## src/rtl/sensor_reply_frame_parser_core_defines.svh

```systemverilog
// Assertion macros shared by the parser RTL.
// Both expect clk and rst_n in scope.
`ifndef SENSOR_REPLY_FRAME_PARSER_CORE_DEFINES_SVH
`define SENSOR_REPLY_FRAME_PARSER_CORE_DEFINES_SVH

`ifndef SYNTHESIS

// Property holds on every clock edge outside reset.
`define SRFP_ASSERT(lbl, prop) \
    lbl: assert property (@(posedge clk) disable iff (!rst_n) (prop)) \
        else $error("srfp assertion failed");

// When ante holds, cons holds in the next cycle.
`define SRFP_ASSERT_NEXT(lbl, ante, cons) \
    lbl: assert property (@(posedge clk) disable iff (!rst_n) (ante) |=> (cons)) \
        else $error("srfp assertion failed");

`else

`define SRFP_ASSERT(lbl, prop)
`define SRFP_ASSERT_NEXT(lbl, ante, cons)

`endif

`endif

```

## src/rtl/srfp_pkg.sv

```systemverilog
`timescale 1ns / 1ps

package srfp_pkg;

    localparam int BYTE_W  = 8;
    localparam int KIND_W  = 4;
    localparam int VALUE_W = 17;

    // frame phase codes
    localparam logic [1:0] PH_IDLE    = 2'd0;
    localparam logic [1:0] PH_COLLECT = 2'd1;
    localparam logic [1:0] PH_DONE    = 2'd2;

    // reply kind codes
    localparam logic [KIND_W-1:0] KIND_ZU   = 4'd0;
    localparam logic [KIND_W-1:0] KIND_ZL   = 4'd1;
    localparam logic [KIND_W-1:0] KIND_VU   = 4'd2;
    localparam logic [KIND_W-1:0] KIND_VL   = 4'd3;
    localparam logic [KIND_W-1:0] KIND_K    = 4'd4;
    localparam logic [KIND_W-1:0] KIND_M    = 4'd5;
    localparam logic [KIND_W-1:0] KIND_DOT  = 4'd6;
    localparam logic [KIND_W-1:0] KIND_SL   = 4'd7;
    localparam logic [KIND_W-1:0] KIND_SU   = 4'd8;
    localparam logic [KIND_W-1:0] KIND_G    = 4'd9;
    localparam logic [KIND_W-1:0] KIND_INFO = 4'd10;

    // characters
    localparam logic [BYTE_W-1:0] CH_NUL = 8'h00;
    localparam logic [BYTE_W-1:0] CH_LF  = 8'h0A;
    localparam logic [BYTE_W-1:0] CH_CR  = 8'h0D;
    localparam logic [BYTE_W-1:0] CH_SP  = 8'h20;
    localparam logic [BYTE_W-1:0] CH_0   = 8'h30;
    localparam logic [BYTE_W-1:0] CH_9   = 8'h39;

    typedef struct packed {
        logic              hit;
        logic [KIND_W-1:0] code;
    } hdr_t;

    // one result of a byte step
    typedef struct packed {
        logic               emit;
        logic [KIND_W-1:0]  kind;
        logic [VALUE_W-1:0] value;
        logic               bad;
    } res_t;

    function automatic hdr_t header_code(input logic [BYTE_W-1:0] b);
        hdr_t h;
        h.hit  = 1'b1;
        h.code = KIND_ZU;
        unique case (b)
            8'h5A:   h.code = KIND_ZU;   // Z
            8'h7A:   h.code = KIND_ZL;   // z
            8'h56:   h.code = KIND_VU;   // V
            8'h76:   h.code = KIND_VL;   // v
            8'h4B:   h.code = KIND_K;    // K
            8'h4D:   h.code = KIND_M;    // M
            8'h2E:   h.code = KIND_DOT;  // .
            8'h73:   h.code = KIND_SL;   // s
            8'h53:   h.code = KIND_SU;   // S
            8'h47:   h.code = KIND_G;    // G
            8'h59:   h.code = KIND_INFO; // Y
            default: h.hit  = 1'b0;
        endcase
        return h;
    endfunction

    function automatic logic is_blank(input logic [BYTE_W-1:0] b);
        return (b == CH_SP) || (b == CH_NUL) || (b == CH_CR) || (b == CH_LF);
    endfunction

endpackage

```

## src/rtl/srfp_in_if.sv

```systemverilog
`timescale 1ns / 1ps

interface srfp_in_if;
    import srfp_pkg::*;

    logic              valid;
    logic              ready;
    logic [BYTE_W-1:0] rx_byte;

    modport source (output valid, output rx_byte, input ready);
    modport sink (input valid, input rx_byte, output ready);
endinterface

```

## src/rtl/srfp_out_if.sv

```systemverilog
`timescale 1ns / 1ps

interface srfp_out_if;
    import srfp_pkg::*;

    logic               valid;
    logic               ready;
    logic [KIND_W-1:0]  reply_kind;
    logic [VALUE_W-1:0] reply_value;
    logic               bad_header;

    modport source (output valid, output reply_kind, output reply_value,
                    output bad_header, input ready);
    modport sink (input valid, input reply_kind, input reply_value,
                  input bad_header, output ready);
endinterface

```

## src/rtl/sensor_reply_frame_parser_core.sv

```systemverilog
`timescale 1ns / 1ps
// Channel | Dir | Payload                                  | Beat
// rx      | in  | rx_byte[7:0]                             | one serial character
// reply   | out | reply_kind[3:0] reply_value[16:0] bad_hdr| one parsed frame or error
//
// One byte per cycle while rx is not stalled; a byte is consumed in the cycle it is accepted.
// A frame result comes out in the cycle after the byte that follows frame end is accepted.
// Reply is a registered stage; rx stalls only while a reply waits unread.
// Reset (async, rst_n low) returns the parser to idle with no reply pending.
module sensor_reply_frame_parser_core #(
    parameter int FRAME_BYTES   = 6,
    parameter int NUMBER_DIGITS = 5
) (
    input  logic       clk,
    input  logic       rst_n,
    srfp_in_if.sink    rx,
    srfp_out_if.source reply
);
    import srfp_pkg::*;

    res_t res;
    logic advance;

    assign rx.ready = !reply.valid || reply.ready;
    assign advance  = rx.valid && rx.ready;

    srfp_parse #(
        .FRAME_BYTES   (FRAME_BYTES),
        .NUMBER_DIGITS (NUMBER_DIGITS)
    ) u_parse (
        .clk     (clk),
        .rst_n   (rst_n),
        .advance (advance),
        .rx_byte (rx.rx_byte),
        .res     (res)
    );

    srfp_out u_out (
        .clk   (clk),
        .rst_n (rst_n),
        .load  (advance),
        .res   (res),
        .reply (reply)
    );

endmodule

```

## src/rtl/srfp_parse.sv

```systemverilog
`timescale 1ns / 1ps
`include "sensor_reply_frame_parser_core_defines.svh"

module srfp_parse #(
    parameter int FRAME_BYTES   = 6,
    parameter int NUMBER_DIGITS = 5
) (
    input  logic                        clk,
    input  logic                        rst_n,
    input  logic                        advance,
    input  logic [srfp_pkg::BYTE_W-1:0] rx_byte,
    output srfp_pkg::res_t              res
);
    import srfp_pkg::*;

    localparam int BW = $clog2(FRAME_BYTES + 1);
    localparam int DW = $clog2(NUMBER_DIGITS + 1);

    logic [1:0]         phase_reg,  phase_next;
    logic [KIND_W-1:0]  kind_reg,   kind_next;
    logic [BW-1:0]      bytes_reg,  bytes_next;
    logic [VALUE_W-1:0] num_reg,    num_next;
    logic [DW-1:0]      digits_reg, digits_next;
    logic               closed_reg, closed_next;
    logic [1:0]         cr_reg,     cr_next;

    hdr_t               hdr;
    logic               is_digit;
    logic [BW-1:0]      bytes_inc;
    logic [DW-1:0]      digits_inc;
    logic [1:0]         cr_inc;
    logic [VALUE_W-1:0] num_x10;

    assign hdr        = header_code(rx_byte);
    assign is_digit   = (rx_byte >= CH_0) && (rx_byte <= CH_9);
    assign bytes_inc  = bytes_reg + 1'b1;
    assign digits_inc = digits_reg + 1'b1;
    assign cr_inc     = cr_reg + {1'b0, (rx_byte == CH_CR)};
    // value kept mod 2^17, which matches masking the full value at the end
    assign num_x10    = {num_reg[VALUE_W-4:0], 3'b000} + {num_reg[VALUE_W-2:0], 1'b0}
                      + {{(VALUE_W-4){1'b0}}, rx_byte[3:0]};

    always_comb
    begin
        phase_next  = phase_reg;
        kind_next   = kind_reg;
        bytes_next  = bytes_reg;
        num_next    = num_reg;
        digits_next = digits_reg;
        closed_next = closed_reg;
        cr_next     = cr_reg;
        res         = '0;

        unique case (phase_reg)
            PH_COLLECT:
            begin
                if (kind_reg == KIND_INFO)
                begin
                    cr_next = cr_inc;
                    if (cr_inc == 2'd2)
                        phase_next = PH_DONE;
                end
                else
                begin
                    bytes_next = bytes_inc;
                    if (!closed_reg && (rx_byte != CH_SP))
                    begin
                        if (is_digit)
                        begin
                            num_next    = num_x10;
                            digits_next = digits_inc;
                            if (digits_inc >= DW'(NUMBER_DIGITS))
                                closed_next = 1'b1;
                        end
                        else
                        begin
                            closed_next = 1'b1;
                        end
                    end
                    if ((rx_byte == CH_CR) || (rx_byte == CH_LF) || (rx_byte == CH_NUL)
                        || (bytes_inc >= BW'(FRAME_BYTES)))
                        phase_next = PH_DONE;
                end
            end
            PH_DONE:
            begin
                // this beat is swallowed; the finished frame goes out
                res.emit    = 1'b1;
                res.kind    = kind_reg;
                res.value   = (kind_reg == KIND_INFO) ? '0 : num_reg;
                phase_next  = PH_IDLE;
                kind_next   = KIND_ZU;
                bytes_next  = '0;
                num_next    = '0;
                digits_next = '0;
                closed_next = 1'b0;
            end
            default:
            begin
                phase_next = PH_IDLE;
                if (!is_blank(rx_byte))
                begin
                    if (hdr.hit)
                    begin
                        kind_next  = hdr.code;
                        phase_next = PH_COLLECT;
                        if (hdr.code == KIND_INFO)
                            cr_next = 2'd0;
                    end
                    else
                    begin
                        res.emit    = 1'b1;
                        res.bad     = 1'b1;
                        kind_next   = KIND_ZU;
                        bytes_next  = '0;
                        num_next    = '0;
                        digits_next = '0;
                        closed_next = 1'b0;
                    end
                end
            end
        endcase
    end

    always_ff @(posedge clk or negedge rst_n)
    begin
        if (!rst_n)
        begin
            phase_reg  <= PH_IDLE;
            kind_reg   <= KIND_ZU;
            bytes_reg  <= '0;
            num_reg    <= '0;
            digits_reg <= '0;
            closed_reg <= 1'b0;
            cr_reg     <= 2'd0;
        end
        else if (advance)
        begin
            phase_reg  <= phase_next;
            kind_reg   <= kind_next;
            bytes_reg  <= bytes_next;
            num_reg    <= num_next;
            digits_reg <= digits_next;
            closed_reg <= closed_next;
            cr_reg     <= cr_next;
        end
    end

    `SRFP_ASSERT(a_bytes_bound, bytes_reg <= BW'(FRAME_BYTES))
    `SRFP_ASSERT(a_digits_bound, digits_reg <= DW'(NUMBER_DIGITS))
    `SRFP_ASSERT_NEXT(a_done_to_idle, advance && (phase_reg == PH_DONE), phase_reg == PH_IDLE)
    `SRFP_ASSERT(a_idle_clear, (phase_reg == PH_IDLE) |-> ((num_reg == '0) && !closed_reg))

endmodule

```

## src/rtl/srfp_out.sv

```systemverilog
`timescale 1ns / 1ps
`include "sensor_reply_frame_parser_core_defines.svh"

module srfp_out (
    input  logic           clk,
    input  logic           rst_n,
    input  logic           load,
    input  srfp_pkg::res_t res,
    srfp_out_if.source     reply
);
    import srfp_pkg::*;

    logic               valid_reg, valid_next;
    logic [KIND_W-1:0]  kind_reg;
    logic [VALUE_W-1:0] value_reg;
    logic               bad_reg;
    logic               take;

    assign take = load && res.emit;

    always_comb
    begin
        valid_next = valid_reg;
        if (take)
            valid_next = 1'b1;
        else if (reply.ready)
            valid_next = 1'b0;
    end

    always_ff @(posedge clk or negedge rst_n)
    begin
        if (!rst_n)
            valid_reg <= 1'b0;
        else
            valid_reg <= valid_next;
    end

    always_ff @(posedge clk)
    begin
        if (take)
        begin
            kind_reg  <= res.kind;
            value_reg <= res.value;
            bad_reg   <= res.bad;
        end
    end

    assign reply.valid       = valid_reg;
    assign reply.reply_kind  = kind_reg;
    assign reply.reply_value = value_reg;
    assign reply.bad_header  = bad_reg;

    `SRFP_ASSERT(a_no_overwrite, (valid_reg && !reply.ready) |-> !take)
    `SRFP_ASSERT_NEXT(a_take_shows, take, valid_reg)

endmodule
```

## src/flat_wrapper.sv

```systemverilog
// flat-port wrapper written by rule: the top's interface ports become plain ports
module sensor_reply_frame_parser_core_flat import srfp_pkg::*;
#(
    parameter int FRAME_BYTES   = 6,
    parameter int NUMBER_DIGITS = 5
)
  (clk, rst_n, rx_valid, rx_rx_byte, rx_ready, reply_valid, reply_reply_kind, reply_reply_value, reply_bad_header, reply_ready);
  srfp_in_if rx_i ();
  srfp_out_if reply_i ();
  input  logic clk;
  input  logic rst_n;
  input wire logic [$bits(rx_i.valid)-1:0] rx_valid;
  input wire logic [$bits(rx_i.rx_byte)-1:0] rx_rx_byte;
  output wire logic [$bits(rx_i.ready)-1:0] rx_ready;
  output wire logic [$bits(reply_i.valid)-1:0] reply_valid;
  output wire logic [$bits(reply_i.reply_kind)-1:0] reply_reply_kind;
  output wire logic [$bits(reply_i.reply_value)-1:0] reply_reply_value;
  output wire logic [$bits(reply_i.bad_header)-1:0] reply_bad_header;
  input wire logic [$bits(reply_i.ready)-1:0] reply_ready;
  assign rx_i.valid = rx_valid;
  assign rx_i.rx_byte = rx_rx_byte;
  assign rx_ready = rx_i.ready;
  assign reply_valid = reply_i.valid;
  assign reply_reply_kind = reply_i.reply_kind;
  assign reply_reply_value = reply_i.reply_value;
  assign reply_bad_header = reply_i.bad_header;
  assign reply_i.ready = reply_ready;
  sensor_reply_frame_parser_core #(.FRAME_BYTES(FRAME_BYTES), .NUMBER_DIGITS(NUMBER_DIGITS)) u_core (.clk(clk), .rst_n(rst_n), .rx(rx_i), .reply(reply_i));
endmodule
```

## config.mk

```make
export PLATFORM = sky130hd
export DESIGN_NAME = sensor_reply_frame_parser_core_flat
export DESIGN_NICKNAME = d
export VERILOG_FILES = /design/src/rtl/srfp_pkg.sv /design/src/rtl/srfp_in_if.sv /design/src/rtl/srfp_out_if.sv /design/src/rtl/sensor_reply_frame_parser_core.sv /design/src/rtl/srfp_parse.sv /design/src/rtl/srfp_out.sv /design/src/flat_wrapper.sv
export VERILOG_INCLUDE_DIRS = /design/src /design/src/rtl
export SDC_FILE = /design/constraint.sdc
export NUM_CORES = 1
export LEC_CHECK = 0
export BUFFER_PORTS_ARGS = -buffer_cell sky130_fd_sc_hd__buf_2
export CAP_MARGIN = 20
export CORE_MARGIN = 8
export CORE_UTILIZATION = 60
export DETAILED_ROUTE_END_ITERATION = 16
export MAX_ROUTING_LAYER = met4
export PLACE_DENSITY = 0.83
export SLEW_MARGIN = 10
export SYNTH_ARGS = -nofsm -noshare
export SYNTH_HDL_FRONTEND = slang
export SYNTH_SLANG_ARGS = --single-unit
```

## constraint.sdc

```tcl
create_clock -name clk -period 3 [get_ports clk]
set_clock_uncertainty 0.05 [all_clocks]
set_input_delay 0.9 -clock clk [delete_from_list [all_inputs] [get_ports clk]]
set_output_delay 0.9 -clock clk [all_outputs]
set_load 0.005 [all_outputs]
```

Yosys cells after proc, flatten, opt, wreduce, memory -nomap -nowiden
Index checks and enable logic that the tools add are counted.
Storage, ports and cells
  register bits: 55
  bits of input ports: 12
  output and inout bits: 24
  logic and storage cells: 121
Cells by class
  add/sub/neg operators: 5
  order comparisons: 4
  equal/unequal tests: 31
  multiplexer cells: 42
  bitwise gates (word level): 2
  reductions and logical operators: 26
Operators with widths (number)
  $mux 17: 5
  $eq 8x7->1 const B: 10
  $pmux 4 s10: 1
  $pmux 17 s2: 1
  $mux 3: 6
  $reduce_and 6->1: 3
  $add 17x17->17: 1
  $add 17x4->17: 1
  $eq 8x4->1 const B: 2
  $eq 8x6->1 const B: 2
  $mux 2: 7
  $mux 1: 13
  $pmux 3 s2: 2
  $reduce_or 11->1: 1
  $ne 3x3->1 const B: 3
  $eq 4x4->1 const B: 2
  $ge 8x6->1 const B: 1
  $le 8x6->1 const B: 1
  $logic_not 8->1: 1
  $mux 4: 2
  $ne 2x2->1 const B: 4
  $ne 8x6->1 const B: 1
  $pmux 2 s2: 2
  $pmux 4 s2: 1
  other kinds (16): 37

Longest topological paths before layout
  depth in word-level cells: 8
  depth in mapped cells: 11
  gate-level depth less buffers: 10

Cells and area by module
A second synthesis with hierarchy kept.
Unflattened totals
  cell total of the unflattened synthesis: 360
  area total of the unflattened synthesis: 3701.0 µm²
By module, submodules not included
  srfp_parse: times used 1, cells an instance 332, area an instance 2972.9 µm², seq. area each 800.8 µm²
  srfp_out: times used 1, cells an instance 26, area an instance 705.7 µm², seq. area each 685.7 µm²
  sensor_reply_frame_parser_core: times used 1, cells an instance 2, area an instance 22.5 µm², seq. area each 0.0 µm²

Worst setup path after synthesis
OpenSTA, ideal clock, no wires.
  path kind: input to register
  start: in rx_rx_byte[2]
  end: reg u_core.u_out.bad_reg, in the netlist u_core.u_out.reply.bad_header, enable pin
  library setup time: 408 ps
  data arrival time: 3175 ps
  required time: 2542 ps
  slack: -634 ps
  cell stages on the path: 7
  path buffers: 1
  path through: buf_2 -> xor2_1 -> and4b_1 -> a211oi_1 -> and2_1 -> nand3_1 -> a21oi_1
On the way
  word-level cells in the longest chain between the ends: 7
  elaborated cells on any way between the ends: 24
  those cells by class: eq/ne (14); mux (4); reduce/logical (6)
RTL lines
  start: declaration: RTL line flat_wrapper.sv:13  | input wire logic [$bits(rx_i.rx_byte)-1:0] rx_rx_byte;
  $eq 8x7->1, or another cell as far along: RTL line srfp_pkg.sv:52  | unique case (b)
  $reduce_or 11->1 (no source line) / $logic_or 1x1->1 (equally long branches)
  $mux 1 / $logic_or 1x1->1 (equally long branches): RTL line srfp_pkg.sv:52, srfp_pkg.sv:70
  $mux 1 / $logic_or 1x1->1 (equally long branches): RTL line srfp_parse.sv:103, srfp_pkg.sv:70
  $mux 1 *: RTL line srfp_parse.sv:101  | if (!is_blank(rx_byte))
  $pmux 1 s2 *: RTL line srfp_parse.sv:54  | unique case (phase_reg)
  $logic_and 1x1->1 *: RTL line srfp_out.sv:19  | assign take = load && res.emit;
  named net u_core.u_out.take: RTL line srfp_out.sv:17  | logic take;
  end signal: assignment: RTL line srfp_out.sv:44  | bad_reg <= res.bad;
  end: declaration: RTL line srfp_out.sv:16  | logic bad_reg;
Mark *: on every way through the listed nets, which the timed path passes. The rest lies on a longest branch.
A chain may end at the register's enable or synchronous reset.

Final worst setup path
  start: in rx_rx_byte[3]
  end: reg u_core.u_parse.num_reg[15]
On the way
  word-level cells in the longest chain between the ends: 6
  elaborated cells on any way between the ends: 35
  those cells by class: add/sub (1); order compare (2); eq/ne (19); mux (5); reduce/logical (8)
RTL lines
  branches (longest 6 deep; another with $add 17x4->17)
  end signal: assignment: RTL line srfp_parse.sv:142  | num_reg <= num_next;
  end: declaration: RTL line srfp_parse.sv:22  | logic [VALUE_W-1:0] num_reg, num_next;
Parallel ways; which one is timed is not known. The select of a mux whose other input is x is not followed.

==> flow_metrics.env <==
export IMPL_status="finished clean"
export IMPL_nets=477
export IMPL_avgSynthCellArea_sq_um=9.82
export IMPL_syn2layout_area_growth_pct=14.9
export IMPL_clk_latency_ns=0.31
export IMPL_path_class="in2reg"
export IMPL_final_cell_mix="buf_2, ha_1, dfrtp_1"
export IMPL_viasPerCell=6.16
export IMPL_core_sq_um=5960
export IMPL_finalCritPeriodShare=0.966
export IMPL_die_area_sq_um=9000
export IMPL_drv_cap=0
export IMPL_synth_top_area_cell="dfrtp_1"
export IMPL_cp_start_kind="input port"
export IMPL_slew_violations=0
export IMPL_hpwlAfterDp_um=6620
export IMPL_fmax_ghz=0.345
export IMPL_grt_pass1_vias=3132
export IMPL_holdPathStages=1
export IMPL_pwr_share_clk=0.287
export IMPL_crit_chain="buf_2, inv_4, fa_1, inv_2, ha_1, a211oi_2, o21ai_1, and3_1, a311oi_2, xor2_1, o21ai_0"
export IMPL_track_usage=0.214
export IMPL_synth_top_area_share=0.221
export IMPL_setup_worst_path_start="rx_rx_byte[3]"
export IMPL_vdd_ir_drop_max_mv=0.314
export IMPL_hold_start="u_core.u_parse.closed_reg$_DFFE_PN0P_"
export IMPL_ant_nets=0
export IMPL_drt_first_pass_iters=4
export IMPL_syn_nets=429
export IMPL_worstPathMaxFanout=3
export IMPL_io_pins=36
export IMPL_ctsLongestPathBuffers=2
export IMPL_tightestPinTransition_ns=0.892
export IMPL_p_switching_w=0.000506
export IMPL_r2r_end="u_core.u_parse.num_reg[15]$_DFFE_PN0P_"
export IMPL_syn_area_sq_um=3730
export IMPL_synth_flop_cell="dfrtp_1"
export IMPL_overflow=0
export IMPL_syn_instance_count=380
export IMPL_hold_class="reg2reg"
export IMPL_drtIter0Drc=170
export IMPL_crit_path_end_kind="register"
export IMPL_yosys_warnings=0
export IMPL_pwr_density_cell_nw_per_um2=410
export IMPL_final_common_cell="buf_2"
export IMPL_worst_slack_ns=0.102
export IMPL_gp_congestion=0.958
export IMPL_rrSetupSlack_ns=0.32
export IMPL_slew_headroom=0.397
export IMPL_drt_total_wl_um=8730
export IMPL_setup_violations_final=0
export IMPL_path_buf_inv=3
export IMPL_synth_distinct_cells=61
export IMPL_die_w_um=94.8
export IMPL_cts_max_level=2
export IMPL_antenna_found_initial=0
export IMPL_rsz0062_at_grt="false"
export IMPL_period_minus_slack_ns=2.90
export IMPL_num_rows=28
export IMPL_pre_cts_ws_ns=-0.271
export IMPL_clk_pin_slew_ns=0.10
export IMPL_drcViolationCount=0
export IMPL_arrival_ns=3.05
export IMPL_whs_endpoint="u_core.u_parse.closed_reg$_DFFE_PN0P_"
export IMPL_synth_edf_count=22
export IMPL_slowest_stage="fa_1"
export IMPL_required_ns=3.15
export IMPL_diodes=0
export IMPL_internal_power_w=0.00125
export IMPL_initial_core_util=0.626
export IMPL_finalPower_w=0.00176
export IMPL_ys_ff_latch=55
export IMPL_cts_tree="yes"
export IMPL_p_leak_nw=2.03
export IMPL_cts_sinks=55
export IMPL_ys_top_cells_by_area="dfrtp_1, edfxtp_1, ha_1"
export IMPL_r2r_cells=10
export IMPL_critPathMaxStageDelay_ns=0.48
export IMPL_switching_share=0.288
export IMPL_drive_gt1_frac=0.221
export IMPL_pwr_share_comb=0.219
export IMPL_grt_max_degree=34
export IMPL_portBuffers=35
export IMPL_async_flop_share=0.600
export IMPL_cts_root_buffer="clkbuf_8"
export IMPL_r2r_start="u_core.u_parse.num_reg[0]$_DFFE_PN0P_"
export IMPL_finalHoldViolCount=0
export IMPL_route_vias_total=3106
export IMPL_cts_buffers=5
export IMPL_p_seq_frac=0.494
export IMPL_die_h_um=94.8
export IMPL_ys_seq_area_frac=0.399
export IMPL_path_delay_family="adder cells"
export IMPL_wl_per_cell_um=17.3
export IMPL_grt_pass1_wl_um=14800
## kinds of logic (layout without fill, tap and decap cells)
kind of cell	Yosys count	after routing	share of synthesized area
xor+xnor	17	17	0.0399
mux	1	1	0.00268
compound gates	91	91	0.168
simple gates	142	142	0.217
buf+inv	37	86	0.0456
fa+ha+maj	37	37	0.128
flops	55	55	0.399
## worst max-delay path by stage
stage | endpoint | slack, ns | cells after the start
after floorplan | u_core.u_parse.num_reg[14]$_DFFE_PN0P_ | -0.11 | 11
after global placement | u_core.u_parse.num_reg[14]$_DFFE_PN0P_ | -0.22 | 10
after detailed placement | u_core.u_parse.num_reg[14]$_DFFE_PN0P_ | -0.27 | 10
after CTS | u_core.u_parse.num_reg[14]$_DFFE_PN0P_ | 0.06 | 10
after global routing | u_core.u_parse.num_reg[14]$_DFFE_PN0P_ | 0.02 | 10
final | u_core.u_parse.num_reg[15]$_DFFE_PN0P_ | 0.10 | 11
## synth_stat cells, drive strengths merged, types with 3 or more instances
| cell type | number |
|---|---|
| o31ai | 11 |
| dfrtp | 33 |
| nor3 | 5 |
| and2 | 9 |
| a21o | 4 |
| o21ai | 28 |
| xnor2 | 11 |
| clkbuf | 12 |
| inv | 17 |
| o22ai | 3 |
| edfxtp | 22 |
| and3 | 22 |
| nand4 | 3 |
| o21a | 3 |
| nand4bb | 3 |
| xor2 | 6 |
| nand2b | 8 |
| nand3 | 29 |
| a21oi | 14 |
| ha | 35 |
| nor2 | 18 |
| a211oi | 7 |
| nand4b | 3 |
| buf | 8 |
| nand2 | 23 |
## metal layers
metal  GRT usage  share of wire
met1       0.265           0.45
met2       0.342           0.47
met3      0.0373          0.051
met4      0.0780          0.025
met5           -              0
## worst reg2reg max path: cells and delay by family, from the launching register on
family,cells,cell delay [ns]
fa+ha+maj,2,0.82
simple gates,1,0.23
xor+xnor,1,0.16
buf+inv,2,0.13
compound gates,4,0.76
flops,1,0.41
## stage by stage
stage	std cells	instance area (sq um)	hold WS, ns	TNS, ns	util
final	504	4280	0.445	0	0.719
after global routing	504	4280	0.480	0	0.719
after floorplan	380	3790	0.407	-0.145	-
after detailed placement	496	4160	0.423	-1.20	0.698
after global placement	496	4160	0.418	-0.791	0.698
after CTS	504	4270	0.447	0	0.716
## cell type report
| class | instances | area (sq um) |
|---|---|---|
| multi-input combinational | 288 | 2130 |
| fill | 466 | 1670 |
| sequential | 55 | 1490 |
| timing repair buffer | 61 | 395 |
| tap | 75 | 93.8 |
| clock buffer | 6 | 72.6 |
| inverter | 17 | 66.3 |
| clock inverter | 2 | 37.5 |
## power groups by stage
stage          sequential (W)  combinational, W  clock (W)
4_1_cts              0.000869          0.000387   0.000510
3_3_place_gp         0.000881          0.000377          0
3_5_place_dp         0.000884          0.000386          0
2_1_floorplan        0.000889          0.000211          0
6_report             0.000868          0.000386   0.000504
5_1_grt              0.000874          0.000422   0.000535
## repair_timing
item / 4_1_cts / 5_1_grt
endpoints found under the hold margin: 0 / 0
hold buffers: 0 / 0
gates resized for setup: 0 / 4
setup buffers: 0 / 0
endpoints found under the setup margin: 0 / 1
(Power assumes the default switching activity.)
